==> src/rtl/brl_pkg.sv <==
// Shared types and constants for the Bresenham line rasterizer.
// No dependencies; every other file but brl_setup refers to this package by scoped names.
package brl_pkg;

    localparam int COORD_BITS_DEF = 12;
    localparam int COLOR_BITS     = 4;

    typedef enum logic {
        OP_START = 1'b0,
        OP_STEP  = 1'b1
    } op_t;

endpackage

==> src/rtl/brl_cmd_if.sv <==
// Command channel of the line rasterizer: valid/ready plus one command word.
// Depends on brl_pkg for the opcode type and color width.
interface brl_cmd_if #(
    parameter int COORD_BITS = brl_pkg::COORD_BITS_DEF
);
    logic                            valid;
    logic                            ready;
    brl_pkg::op_t                    op;
    logic [COORD_BITS-1:0]           start_x;
    logic [COORD_BITS-1:0]           start_y;
    logic [COORD_BITS-1:0]           end_x;
    logic [COORD_BITS-1:0]           end_y;
    logic [brl_pkg::COLOR_BITS-1:0]  pen_color;

    modport source (
        output valid, op, start_x, start_y, end_x, end_y, pen_color,
        input  ready
    );
    modport sink (
        input  valid, op, start_x, start_y, end_x, end_y, pen_color,
        output ready
    );
endinterface

==> src/rtl/brl_pix_if.sv <==
// Pixel channel of the line rasterizer: valid/ready plus one pixel word.
// Depends on brl_pkg for the color width.
interface brl_pix_if #(
    parameter int COORD_BITS = brl_pkg::COORD_BITS_DEF
);
    logic                            valid;
    logic                            ready;
    logic                            valid_res;
    logic [COORD_BITS-1:0]           pixel_x;
    logic [COORD_BITS-1:0]           pixel_y;
    logic [brl_pkg::COLOR_BITS-1:0]  pixel_color;
    logic                            last;

    modport source (
        output valid, valid_res, pixel_x, pixel_y, pixel_color, last,
        input  ready
    );
    modport sink (
        input  valid, valid_res, pixel_x, pixel_y, pixel_color, last,
        output ready
    );
endinterface

==> src/rtl/bresenham_line_rasterizer.sv <==
// Bresenham line rasterizer top level: command register, stepping logic, pixel register.
// Depends on brl_pkg, brl_cmd_if, brl_pix_if and brl_setup.
//
//   channel | modport        | word
//   --------+----------------+-------------------------------------------------
//   cmd     | brl_cmd_if.sink   | op, start_x, start_y, end_x, end_y, pen_color
//   pix     | brl_pix_if.source | valid_res, pixel_x, pixel_y, pixel_color, last
//
// One command word in, one pixel word out; a word can enter every cycle unless a stalled pix holds the pipeline.
// A word passes the setup register, then the stepping add and pixel register.
// rst_n clears the pipeline valids and the active-line flag asynchronously.
// A stalled pix holds the pixel register and back-pressures the setup register.
module bresenham_line_rasterizer #(
    parameter int COORD_BITS = brl_pkg::COORD_BITS_DEF
) (
    input  logic      clk,
    input  logic      rst_n,
    brl_cmd_if.sink   cmd,
    brl_pix_if.source pix
);
    localparam int DW = COORD_BITS + 3;
    localparam int SW = COORD_BITS + 2;
    localparam int CW = brl_pkg::COLOR_BITS;

    logic [COORD_BITS-1:0] su_major_start;
    logic [COORD_BITS-1:0] su_minor_start;
    logic [COORD_BITS-1:0] su_major_stop;
    logic [COORD_BITS-1:0] su_major_len;
    logic [COORD_BITS-1:0] su_minor_len;
    logic                  su_swapped;
    logic                  su_down;

    logic                  s1_valid_reg;
    logic                  s1_valid_next;
    brl_pkg::op_t          s1_op_reg;
    logic [COORD_BITS-1:0] s1_major_start_reg;
    logic [COORD_BITS-1:0] s1_minor_start_reg;
    logic [COORD_BITS-1:0] s1_major_stop_reg;
    logic [COORD_BITS-1:0] s1_major_len_reg;
    logic [COORD_BITS-1:0] s1_minor_len_reg;
    logic                  s1_swapped_reg;
    logic                  s1_down_reg;
    logic [CW-1:0]         s1_color_reg;

    logic                  line_active_reg;
    logic                  line_active_next;
    logic [COORD_BITS-1:0] major_pos_reg;
    logic [COORD_BITS-1:0] major_pos_next;
    logic [COORD_BITS-1:0] minor_pos_reg;
    logic [COORD_BITS-1:0] minor_pos_next;
    logic [COORD_BITS-1:0] major_end_reg;
    logic [COORD_BITS-1:0] major_end_next;
    logic signed [DW-1:0]  decision_reg;
    logic signed [DW-1:0]  decision_next;
    logic [SW-1:0]         inc_straight_reg;
    logic [SW-1:0]         inc_straight_next;
    logic signed [DW-1:0]  inc_diagonal_reg;
    logic signed [DW-1:0]  inc_diagonal_next;
    logic                  axes_swapped_reg;
    logic                  axes_swapped_next;
    logic                  minor_down_reg;
    logic                  minor_down_next;
    logic [CW-1:0]         held_color_reg;
    logic [CW-1:0]         held_color_next;

    logic                  out_valid_reg;
    logic                  res_valid_reg;
    logic                  res_valid_next;
    logic [COORD_BITS-1:0] res_x_reg;
    logic [COORD_BITS-1:0] res_x_next;
    logic [COORD_BITS-1:0] res_y_reg;
    logic [COORD_BITS-1:0] res_y_next;
    logic [CW-1:0]         res_color_reg;
    logic [CW-1:0]         res_color_next;
    logic                  res_last_reg;
    logic                  res_last_next;

    logic                  advance;
    logic                  cmd_fire;
    logic                  s2_go;
    logic signed [DW-1:0]  dmin2;
    logic signed [DW-1:0]  dmaj1;
    logic signed [DW-1:0]  dmaj2;
    logic                  emit;

    brl_setup #(
        .COORD_BITS (COORD_BITS)
    ) u_setup (
        .start_x     (cmd.start_x),
        .start_y     (cmd.start_y),
        .end_x       (cmd.end_x),
        .end_y       (cmd.end_y),
        .major_start (su_major_start),
        .minor_start (su_minor_start),
        .major_stop  (su_major_stop),
        .major_len   (su_major_len),
        .minor_len   (su_minor_len),
        .swapped     (su_swapped),
        .down        (su_down)
    );

    assign advance   = !out_valid_reg || pix.ready;
    assign cmd.ready = !s1_valid_reg || advance;
    assign cmd_fire  = cmd.valid && cmd.ready;
    assign s2_go     = s1_valid_reg && advance;

    always_comb
    begin
        s1_valid_next = s1_valid_reg;
        if (cmd_fire)
        begin
            s1_valid_next = 1'b1;
        end
        else if (advance)
        begin
            s1_valid_next = 1'b0;
        end
    end

    // stepping and line load
    always_comb
    begin
        line_active_next  = line_active_reg;
        major_pos_next    = major_pos_reg;
        minor_pos_next    = minor_pos_reg;
        major_end_next    = major_end_reg;
        decision_next     = decision_reg;
        inc_straight_next = inc_straight_reg;
        inc_diagonal_next = inc_diagonal_reg;
        axes_swapped_next = axes_swapped_reg;
        minor_down_next   = minor_down_reg;
        held_color_next   = held_color_reg;

        dmin2 = signed'({2'b00, s1_minor_len_reg, 1'b0});
        dmaj1 = signed'({3'b000, s1_major_len_reg});
        dmaj2 = signed'({2'b00, s1_major_len_reg, 1'b0});
        emit  = 1'b0;

        case (s1_op_reg)
            brl_pkg::OP_START:
            begin
                emit              = 1'b1;
                major_pos_next    = s1_major_start_reg;
                minor_pos_next    = s1_minor_start_reg;
                major_end_next    = s1_major_stop_reg;
                decision_next     = dmin2 - dmaj1;
                inc_straight_next = {1'b0, s1_minor_len_reg, 1'b0};
                inc_diagonal_next = dmin2 - dmaj2;
                axes_swapped_next = s1_swapped_reg;
                minor_down_next   = s1_down_reg;
                held_color_next   = s1_color_reg;
            end
            brl_pkg::OP_STEP:
            begin
                if (line_active_reg)
                begin
                    emit           = 1'b1;
                    major_pos_next = major_pos_reg + 1'b1;
                    if (decision_reg[DW-1])
                    begin
                        decision_next = decision_reg + signed'({1'b0, inc_straight_reg});
                    end
                    else
                    begin
                        decision_next  = decision_reg + inc_diagonal_reg;
                        minor_pos_next = minor_down_reg ? (minor_pos_reg - 1'b1)
                                                        : (minor_pos_reg + 1'b1);
                    end
                end
            end
            default:
            begin
                emit = 1'b0;
            end
        endcase

        res_valid_next = emit;
        res_x_next     = '0;
        res_y_next     = '0;
        res_color_next = '0;
        res_last_next  = 1'b0;
        if (emit)
        begin
            res_x_next       = axes_swapped_next ? minor_pos_next : major_pos_next;
            res_y_next       = axes_swapped_next ? major_pos_next : minor_pos_next;
            res_color_next   = held_color_next;
            res_last_next    = major_pos_next == major_end_next;
            line_active_next = !res_last_next;
        end
    end

    always_ff @(posedge clk or negedge rst_n)
    begin
        if (!rst_n)
        begin
            s1_valid_reg    <= 1'b0;
            out_valid_reg   <= 1'b0;
            line_active_reg <= 1'b0;
        end
        else
        begin
            s1_valid_reg <= s1_valid_next;
            if (advance)
            begin
                out_valid_reg <= s1_valid_reg;
            end
            if (s2_go)
            begin
                line_active_reg <= line_active_next;
            end
        end
    end

    always_ff @(posedge clk)
    begin
        if (cmd_fire)
        begin
            s1_op_reg          <= cmd.op;
            s1_major_start_reg <= su_major_start;
            s1_minor_start_reg <= su_minor_start;
            s1_major_stop_reg  <= su_major_stop;
            s1_major_len_reg   <= su_major_len;
            s1_minor_len_reg   <= su_minor_len;
            s1_swapped_reg     <= su_swapped;
            s1_down_reg        <= su_down;
            s1_color_reg       <= cmd.pen_color;
        end
        if (s2_go)
        begin
            major_pos_reg    <= major_pos_next;
            minor_pos_reg    <= minor_pos_next;
            major_end_reg    <= major_end_next;
            decision_reg     <= decision_next;
            inc_straight_reg <= inc_straight_next;
            inc_diagonal_reg <= inc_diagonal_next;
            axes_swapped_reg <= axes_swapped_next;
            minor_down_reg   <= minor_down_next;
            held_color_reg   <= held_color_next;
            res_valid_reg    <= res_valid_next;
            res_x_reg        <= res_x_next;
            res_y_reg        <= res_y_next;
            res_color_reg    <= res_color_next;
            res_last_reg     <= res_last_next;
        end
    end

    assign pix.valid       = out_valid_reg;
    assign pix.valid_res   = res_valid_reg;
    assign pix.pixel_x     = res_x_reg;
    assign pix.pixel_y     = res_y_reg;
    assign pix.pixel_color = res_color_reg;
    assign pix.last        = res_last_reg;

    a_empty_word_zero: assert property (@(posedge clk) disable iff (!rst_n)
        (out_valid_reg && !res_valid_reg) |->
            (res_x_reg == '0 && res_y_reg == '0 && res_color_reg == '0 && !res_last_reg))
        else $error("empty pixel word carries nonzero fields");

    a_start_emits: assert property (@(posedge clk) disable iff (!rst_n)
        (s2_go && s1_op_reg == brl_pkg::OP_START) |=> res_valid_reg)
        else $error("start word produced no pixel");

    a_last_ends_line: assert property (@(posedge clk) disable iff (!rst_n)
        (s2_go && res_last_next) |=> !line_active_reg)
        else $error("line still active after last pixel");

    a_step_advances: assert property (@(posedge clk) disable iff (!rst_n)
        (s2_go && s1_op_reg == brl_pkg::OP_STEP && line_active_reg) |=>
            (major_pos_reg == $past(major_pos_reg) + 1'b1))
        else $error("step did not advance the major axis by one");
endmodule

==> src/rtl/brl_setup.sv <==
// Line setup: picks the major axis and orders the endpoints along it.
// Pure combinational; no package dependencies.
module brl_setup #(
    parameter int COORD_BITS = 12
) (
    input  logic [COORD_BITS-1:0] start_x,
    input  logic [COORD_BITS-1:0] start_y,
    input  logic [COORD_BITS-1:0] end_x,
    input  logic [COORD_BITS-1:0] end_y,
    output logic [COORD_BITS-1:0] major_start,
    output logic [COORD_BITS-1:0] minor_start,
    output logic [COORD_BITS-1:0] major_stop,
    output logic [COORD_BITS-1:0] major_len,
    output logic [COORD_BITS-1:0] minor_len,
    output logic                  swapped,
    output logic                  down
);
    logic [COORD_BITS-1:0] adx;
    logic [COORD_BITS-1:0] ady;
    logic [COORD_BITS-1:0] amaj;
    logic [COORD_BITS-1:0] amin;
    logic [COORD_BITS-1:0] bmaj;
    logic [COORD_BITS-1:0] bmin;
    logic                  flip;

    always_comb
    begin
        adx     = (start_x > end_x) ? (start_x - end_x) : (end_x - start_x);
        ady     = (start_y > end_y) ? (start_y - end_y) : (end_y - start_y);
        swapped = ady > adx;
        amaj    = swapped ? start_y : start_x;
        amin    = swapped ? start_x : start_y;
        bmaj    = swapped ? end_y   : end_x;
        bmin    = swapped ? end_x   : end_y;
        flip    = amaj > bmaj;

        major_start = flip ? bmaj : amaj;
        minor_start = flip ? bmin : amin;
        major_stop  = flip ? amaj : bmaj;
        down        = flip ? (amin < bmin) : (bmin < amin);
        major_len   = swapped ? ady : adx;
        minor_len   = swapped ? adx : ady;
    end
endmodule

==> src/flat_wrapper.sv <==
// flat-port wrapper written by rule: the top's interface ports become plain ports
module bresenham_line_rasterizer_flat 
#(
    parameter int COORD_BITS = brl_pkg::COORD_BITS_DEF
)
  (clk, rst_n, cmd_valid, cmd_op, cmd_start_x, cmd_start_y, cmd_end_x, cmd_end_y, cmd_pen_color, cmd_ready, pix_valid, pix_valid_res, pix_pixel_x, pix_pixel_y, pix_pixel_color, pix_last, pix_ready);
  brl_cmd_if #(.COORD_BITS(COORD_BITS)) cmd_i ();
  brl_pix_if #(.COORD_BITS(COORD_BITS)) pix_i ();
  input  logic clk;
  input  logic rst_n;
  input wire logic [$bits(cmd_i.valid)-1:0] cmd_valid;
  input wire logic [$bits(cmd_i.op)-1:0] cmd_op;
  input wire logic [$bits(cmd_i.start_x)-1:0] cmd_start_x;
  input wire logic [$bits(cmd_i.start_y)-1:0] cmd_start_y;
  input wire logic [$bits(cmd_i.end_x)-1:0] cmd_end_x;
  input wire logic [$bits(cmd_i.end_y)-1:0] cmd_end_y;
  input wire logic [$bits(cmd_i.pen_color)-1:0] cmd_pen_color;
  output wire logic [$bits(cmd_i.ready)-1:0] cmd_ready;
  output wire logic [$bits(pix_i.valid)-1:0] pix_valid;
  output wire logic [$bits(pix_i.valid_res)-1:0] pix_valid_res;
  output wire logic [$bits(pix_i.pixel_x)-1:0] pix_pixel_x;
  output wire logic [$bits(pix_i.pixel_y)-1:0] pix_pixel_y;
  output wire logic [$bits(pix_i.pixel_color)-1:0] pix_pixel_color;
  output wire logic [$bits(pix_i.last)-1:0] pix_last;
  input wire logic [$bits(pix_i.ready)-1:0] pix_ready;
  assign cmd_i.valid = cmd_valid;
  assign cmd_i.op = cmd_op;
  assign cmd_i.start_x = cmd_start_x;
  assign cmd_i.start_y = cmd_start_y;
  assign cmd_i.end_x = cmd_end_x;
  assign cmd_i.end_y = cmd_end_y;
  assign cmd_i.pen_color = cmd_pen_color;
  assign cmd_ready = cmd_i.ready;
  assign pix_valid = pix_i.valid;
  assign pix_valid_res = pix_i.valid_res;
  assign pix_pixel_x = pix_i.pixel_x;
  assign pix_pixel_y = pix_i.pixel_y;
  assign pix_pixel_color = pix_i.pixel_color;
  assign pix_last = pix_i.last;
  assign pix_i.ready = pix_ready;
  bresenham_line_rasterizer #(.COORD_BITS(COORD_BITS)) u_core (.clk(clk), .rst_n(rst_n), .cmd(cmd_i), .pix(pix_i));
endmodule
==> config.mk <==
export PLATFORM = sky130hd
export DESIGN_NAME = bresenham_line_rasterizer_flat
export DESIGN_NICKNAME = d
export VERILOG_FILES = /design/src/rtl/brl_pkg.sv /design/src/rtl/brl_cmd_if.sv /design/src/rtl/brl_pix_if.sv /design/src/rtl/bresenham_line_rasterizer.sv /design/src/rtl/brl_setup.sv /design/src/flat_wrapper.sv
export SDC_FILE = /design/constraint.sdc
export NUM_CORES = 1
export LEC_CHECK = 0
export ABC_CLOCK_PERIOD_IN_PS = 4650
export BUFFER_PORTS_ARGS = -buffer_cell sky130_fd_sc_hd__buf_4
export CAP_MARGIN = 20
export CORE_ASPECT_RATIO = 1.75
export CORE_MARGIN = 4
export CORE_UTILIZATION = 50
export DETAILED_ROUTE_END_ITERATION = 10
export GPL_TIMING_DRIVEN = 0
export PLACE_DENSITY_LB_ADDON = 0.3
export SYNTH_ARGS = -nofsm -noshare
export SYNTH_HDL_FRONTEND = slang
export SYNTH_SLANG_ARGS = --single-unit
export TNS_END_PERCENT = 1
==> constraint.sdc <==
create_clock -name clk -period 4.65 [get_ports clk]
set_input_delay 0.93 -clock clk [delete_from_list [all_inputs] [get_ports clk]]
set_output_delay 0.93 -clock clk [all_outputs]
set_load 0.02 [all_outputs]
==> results.toml, run 1 <==
[status]
status = "finished, violations left"
violations = "setup timing"

[timing]
worst_pin_slew_ps = 905
hold_violations = 0
timing.fmax_mhz = 147
slew_headroom = 0.397
rsz0062_at_grt = "yes"
finalCritPeriodShare = 1.46
worst_slack_ps = -2150
setup_tns_ps = -83630
finalClockSkew_ps = 7.75
finalSetupViolCount = 62
fin_crit_ps = 6800
final_max_slew_viol_count = 0

[pwr]
seqPwrFrac = 0.255
max-vdd-ir-drop_mv = 0.362
power.clock.fraction = 0.132
p_per_area_nw_per_um2 = 653
p_sw_frac = 0.401
p_int_uw = 6530
power_switching_uw = 4370
p_comb_frac = 0.613
power.leakage_uw = 0.00704

[global_routing]
grtUsageMet3 = 0.0335
grt_pass1_wl_mm = 61.9
grtUsageMet1 = 0.267
antenna_found_initial = 0
grt_pass1_vias = 11500
grt_usage = 0.263
grt_overflow = 0
use_met2 = 0.480
grt_max_degree = 72
top_usage_layer = "met2"

[clock_network]
cts_tree = "built"
cts_max_level = 4
clkLatencyLatePin_ps = 440
cts.sinks = 181
cts-root-buf = "clkbuf_16"
clk_path_buf_depth = 2
holdBufCountCts = 0
clk_pin_slew_ps = 70
cts_buffers = 17

[layout]
utilization = 0.610
diodes = 0
area_delta_synth_final_pct = 20.2
largest_reg_flops = 14
mostFrequentLayoutCells = "edfxtp_1 (178), buf_4 (125), ha_1 (122), inv_1 (120), a21oi_1 (109)"
seqCellArea_um2 = 5420
fill_cells = 2330
final_common_cell = "edfxtp_1"
drive_gt1_frac = 0.196
nets = 1734
multi_input_area_um2 = 8190

[synthesis]
yosys_most_used_dff = "edfxtp_1"
synth_cell_types = 66
synth_enable_flop_cells = 178
syn_inst = 1393
async_flop_share = 0.0166
yosysSeqAreaShare = 0.391
syn_area_um2 = 13900
syn_avg_cell_area_um2 = 9.96
yosys_warnings = 0
synth-seq-cells = 181
syn_nets = 1587

[floorplan]
die_w_um = 134
io_pins = 89
core.rowCount = 80
start_util = 0.508
dieArea_um2 = 30600
core_area_um2 = 27300
fp.dieH_um = 228

[critical_path]
cp_slowest_cell = "a2111oi_4"
ff2ff_path_depth = 13
r2r-start = "u_core.decision_reg[14]$_DFFE_PP_"
max_stage_delay_ps = 390
path_class = "input pin to flip-flop"
path_buf_inv = 9
r2r-end = "u_core.decision_reg[12]$_DFFE_PP_"
cp.required_ps = 4820
rrSetupSlack_ps = 660
crit_path_start_kind = "input pin"
critPathTopFamily = "compound AO/OA/AOI/OAI gates"
crit_path_max_fanout = 7
worstPathArrival_ps = 6970
critPathCaptureType = "flip-flop"
cp_common_cell = "ha_4"

[placed_design]
place_congestion = 1.04
hpwl_mm = 31.7
port-buffer-count = 88

[run]
cap_viol_max_count = 0

[route]
routed_via_density = 5.83
ant_nets = 0
num_vias = 11200
dr.pass1.iters = 5
wirelength_mm = 40.3
drc = 0
wl_per_cell_um = 21.0
drtIter0Drc = 716

[worst_hold_path]
hp-class = "input pin to asynchronous set/reset pin"
-- Yosys cell counts, types with 8 or more instances --
master,count,area [um^2]
edfxtp_1,178,5350
ha_1,129,1610
inv_1,125,469
mux2i_1,123,1230
a21oi_1,115,576
nor2_1,93,349
nand2_1,88,330
o21ai_0,76,380
xnor2_1,43,377
clkbuf_1,38,143
a21o_1,37,278
xor2_1,37,324
mux2_2,29,327
nand3_1,25,125
nor2b_1,20,125
nor3_1,20,100
buf_2,17,85.1
nand4_1,15,93.8
nand2b_1,12,75.1
o211ai_1,11,82.6
a211oi_1,10,75.1
a31oi_1,10,62.6
o21a_1,9,67.6
o21bai_1,9,67.6
o22ai_1,9,56.3
and2_1,8,50.1
fa_1,8,160
or3_1,8,50.1
-- repair_timing --
action | CTS | global route
pin swaps | 27 | 12
buffers inserted | 32 | 7
setup endpoints to repair | 62 | 62
gates resized for setup | 88 | 26
cloned | 2 | 0
-- area by class of cell --
class	count	area share
timing repair buffer	131	0.0644
tap	369	0.0277
buffer	59	0.0272
inverter	125	0.0293
clock buffer	19	0.0260
multi-input combinational	1025	0.491
sequential	181	0.325
clock inverter	13	0.00938
-- power groups by stage --
stage	Clock, uW	Combinational [uW]	Sequential, uW
6_report	1440	6680	2770
5_1_grt	1540	7240	2820
4_1_cts	1460	6440	2770
3_5_place_dp	0	5650	2810
3_3_place_gp	0	5560	2790
2_1_floorplan	0	4200	2790
-- worst max path at each step --
stage / from / to / slack (ps) / depth (start not counted)
after floorplan: cmd_start_y[0] / u_core.s1_major_start_reg[10]$_DFFE_PP_ / -1810 / 29
final: cmd_start_y[0] / u_core.s1_major_start_reg[1]$_DFFE_PP_ / -2150 / 31
after CTS: cmd_start_y[0] / u_core.s1_major_start_reg[1]$_DFFE_PP_ / -2120 / 33
after detailed placement: cmd_start_x[0] / u_core.s1_minor_start_reg[10]$_DFFE_PP_ / -3750 / 31
after global routing: cmd_start_y[0] / u_core.s1_major_start_reg[1]$_DFFE_PP_ / -2340 / 31
after global placement: cmd_start_x[0] / u_core.s1_major_start_reg[10]$_DFFE_PP_ / -3790 / 31
-- per-stage QoR --
stage	total power [uW]	setup WS, ps	std cells	cell area (um^2)	hold slack [ps]
floorplan	6990	-1810	1393	14100	400
global placement	8350	-3790	1850	15200	464
detailed placement	8460	-3750	1852	15200	478
CTS	10700	-2120	1918	16500	247
global route	11600	-2340	1922	16700	253
finish	10900	-2150	1922	16700	271
-- logic make-up after synthesis --
kind of cell,count (synthesis),share of synthesized area
buffers and inverters,187,0.0536
adders and majority gates,137,0.128
xor gates and xnor gates,80,0.0505
DFF,181,0.391
AOI/OAI and AO/OA,338,0.157
muxes,152,0.112
and+or+nand+nor,318,0.108
-- per-layer routing --
| layer | up-vias | wire (um) | part of all wire |
|---|---|---|---|
| met5 | - | 0 | 0 |
| met3 | 140 | 1410 | 0.035 |
| met4 | 0 | 3330 | 0.083 |
| li1 | 5369 | - | - |
| met1 | 5332 | 14400 | 0.36 |
| met2 | 367 | 21100 | 0.52 |
No activity file was read; power rests on OpenSTA's default activity.
==> run 2, diff against run 1 <==
- CORE_ASPECT_RATIO: 1.75 -> not set
==> run 2 against run 1 <==
The flow still finishes with violations (setup timing). Flip-flop and latch count stayed put. Fmax increased by 1.7%. Combinational power barely moved. Worst setup slack better by 110 ps. Hold slack got worse by 13 ps. Count of clock-buffer cells in the layout shrank 2. Die area fell by 0.34%. Highest routed layer unchanged.
==> results.toml, run 2 (synthesis gave the netlist of run 1 again) <==
[clock_network]
cts_tree = "built"
clkLatencyLatePin_ps = 450
cts_max_level = 4
clk_path_buf_depth = 2
cts-root-buf = "clkbuf_16"
holdBufCountCts = 0
cts_buffers = 17
clk_pin_slew_ps = 80
cts.sinks = 181

[critical_path]
worstPathArrival_ps = 6880
max_stage_delay_ps = 440
path_buf_inv = 9
critPathCaptureType = "flip-flop"
r2r-start = "u_core.decision_reg[14]$_DFFE_PP_"
cp_slowest_cell = "o41ai_4"
critPathTopFamily = "compound AO/OA/AOI/OAI gates"
crit_path_start_kind = "input pin"
cp.required_ps = 4840
path_class = "input pin to flip-flop"
crit_start = "cmd_start_x[0]"
crit_path_max_fanout = 10

[timing]
hold_violations = 0
final_max_slew_viol_count = 0
worst_pin_slew_ps = 918
finalSetupViolCount = 61
setup_tns_ps = -81170
finalCritPeriodShare = 1.44
hold-worst-slack_ps = 258
finalClockSkew_ps = 16.0
timing.fmax_mhz = 150
worst_slack_ps = -2040
rsz0062_at_grt = "yes"
fin_crit_ps = 6690
slew_headroom = 0.388

[global_routing]
grt_usage = 0.256
grt_max_degree = 72
grt_pass1_vias = 11300
grt_overflow = 0
antenna_found_initial = 0
grt_pass1_wl_mm = 61.9

[route]
ant_nets = 0
wl_per_cell_um = 20.6
wirelength_mm = 39.7
drtIter0Drc = 1056
num_vias = 11600
drc = 0
routed_via_density = 5.99
dr.pass1.iters = 5

[placed_design]
hpwl_mm = 29.9
place_congestion = 1.01
port-buffer-count = 88

[pwr]
max-vdd-ir-drop_mv = 0.509
power.leakage_uw = 0.00710
p_per_area_nw_per_um2 = 652
total_power_uw = 10900

[floorplan]
die_w_um = 175
core.rowCount = 60
core_area_um2 = 27100
dieArea_um2 = 30500
start_util = 0.512
fp.dieH_um = 175
io_pins = 89

[layout]
drive_gt1_frac = 0.204
utilization = 0.619
largest_reg_flops = 14
diodes = 0
area_delta_synth_final_pct = 21.0
mostFrequentLayoutCells = "edfxtp_1 (178), buf_4 (127), ha_1 (124), inv_1 (119), a21oi_1 (106)"
final_common_cell = "edfxtp_1"
nets = 1738

[run]
cap_viol_max_count = 0

[worst_hold_path]
hp-class = "input pin to asynchronous set/reset pin"

[status]
status = "finished, violations left"
violations = "setup timing"
run 2: changes by cell type in the layout (fill, tap and decap cells not counted), sizes merged:
cell	delta
inv	+10
bufinv	-3
clkinvlp	-3
clkbuf	+2
clkinv	-2
run 2: timing repair:
action / CTS / global route
setup endpoints to repair: 62 / 62
cloned: 2 / 0
buffers inserted: 35 / 7
pin swaps: 31 / 9
gates resized for setup: 89 / 36
run 2: per-stage QoR:
stage          cells  instance area (um^2)  worst slack [ps]
4_1_cts         1923                 16600             -1890
3_3_place_gp    1853                 15200             -3080
6_report        1929                 16800             -2040
5_1_grt         1929                 16800             -2290
3_5_place_dp    1855                 15200             -3170
2_1_floorplan   1393                 14100             -1810
run 2: area by class of cell:
type	instances	area (um^2)
fill	2235	10300
multi-input combinational	1025	8220
sequential	181	5420
timing repair buffer	134	1110
buffer	60	487
inverter	125	484
tap	372	465
clock buffer	17	425
clock inverter	15	175
run 2: path summary, 6_finish.rpt:
kind / endpoint / slack, ps / depth (start not counted)
max: u_core.s1_major_stop_reg[2]$_DFFE_PP_ / -2040 / 31
min: u_core.pix.valid$_DFFE_PN0P_ / 260 / 1
max reg2reg: u_core.decision_reg[10]$_DFFE_PP_ / 760 / 13
min reg2reg: u_core.minor_down_reg$_DFFE_PP_ / 420 / 0
max in group asynchronous: u_core.s1_valid_reg$_DFFE_PN0P_ / 4300 / 1
min in group clk: u_core.minor_down_reg$_DFFE_PP_ / 420 / 0
run 2: power breakdown:
group / switching (uW) / internal, uW
logic: 3520 / 3150
registers: 253 / 2550
clock network: 746 / 732
total: 4510 / 6430
run 2: routing by layer:
metal,share of wire,track usage
met1,0.43,0.355
met2,0.45,0.407
met3,0.085,0.0420
met4,0.034,0.0939
met5,0,0
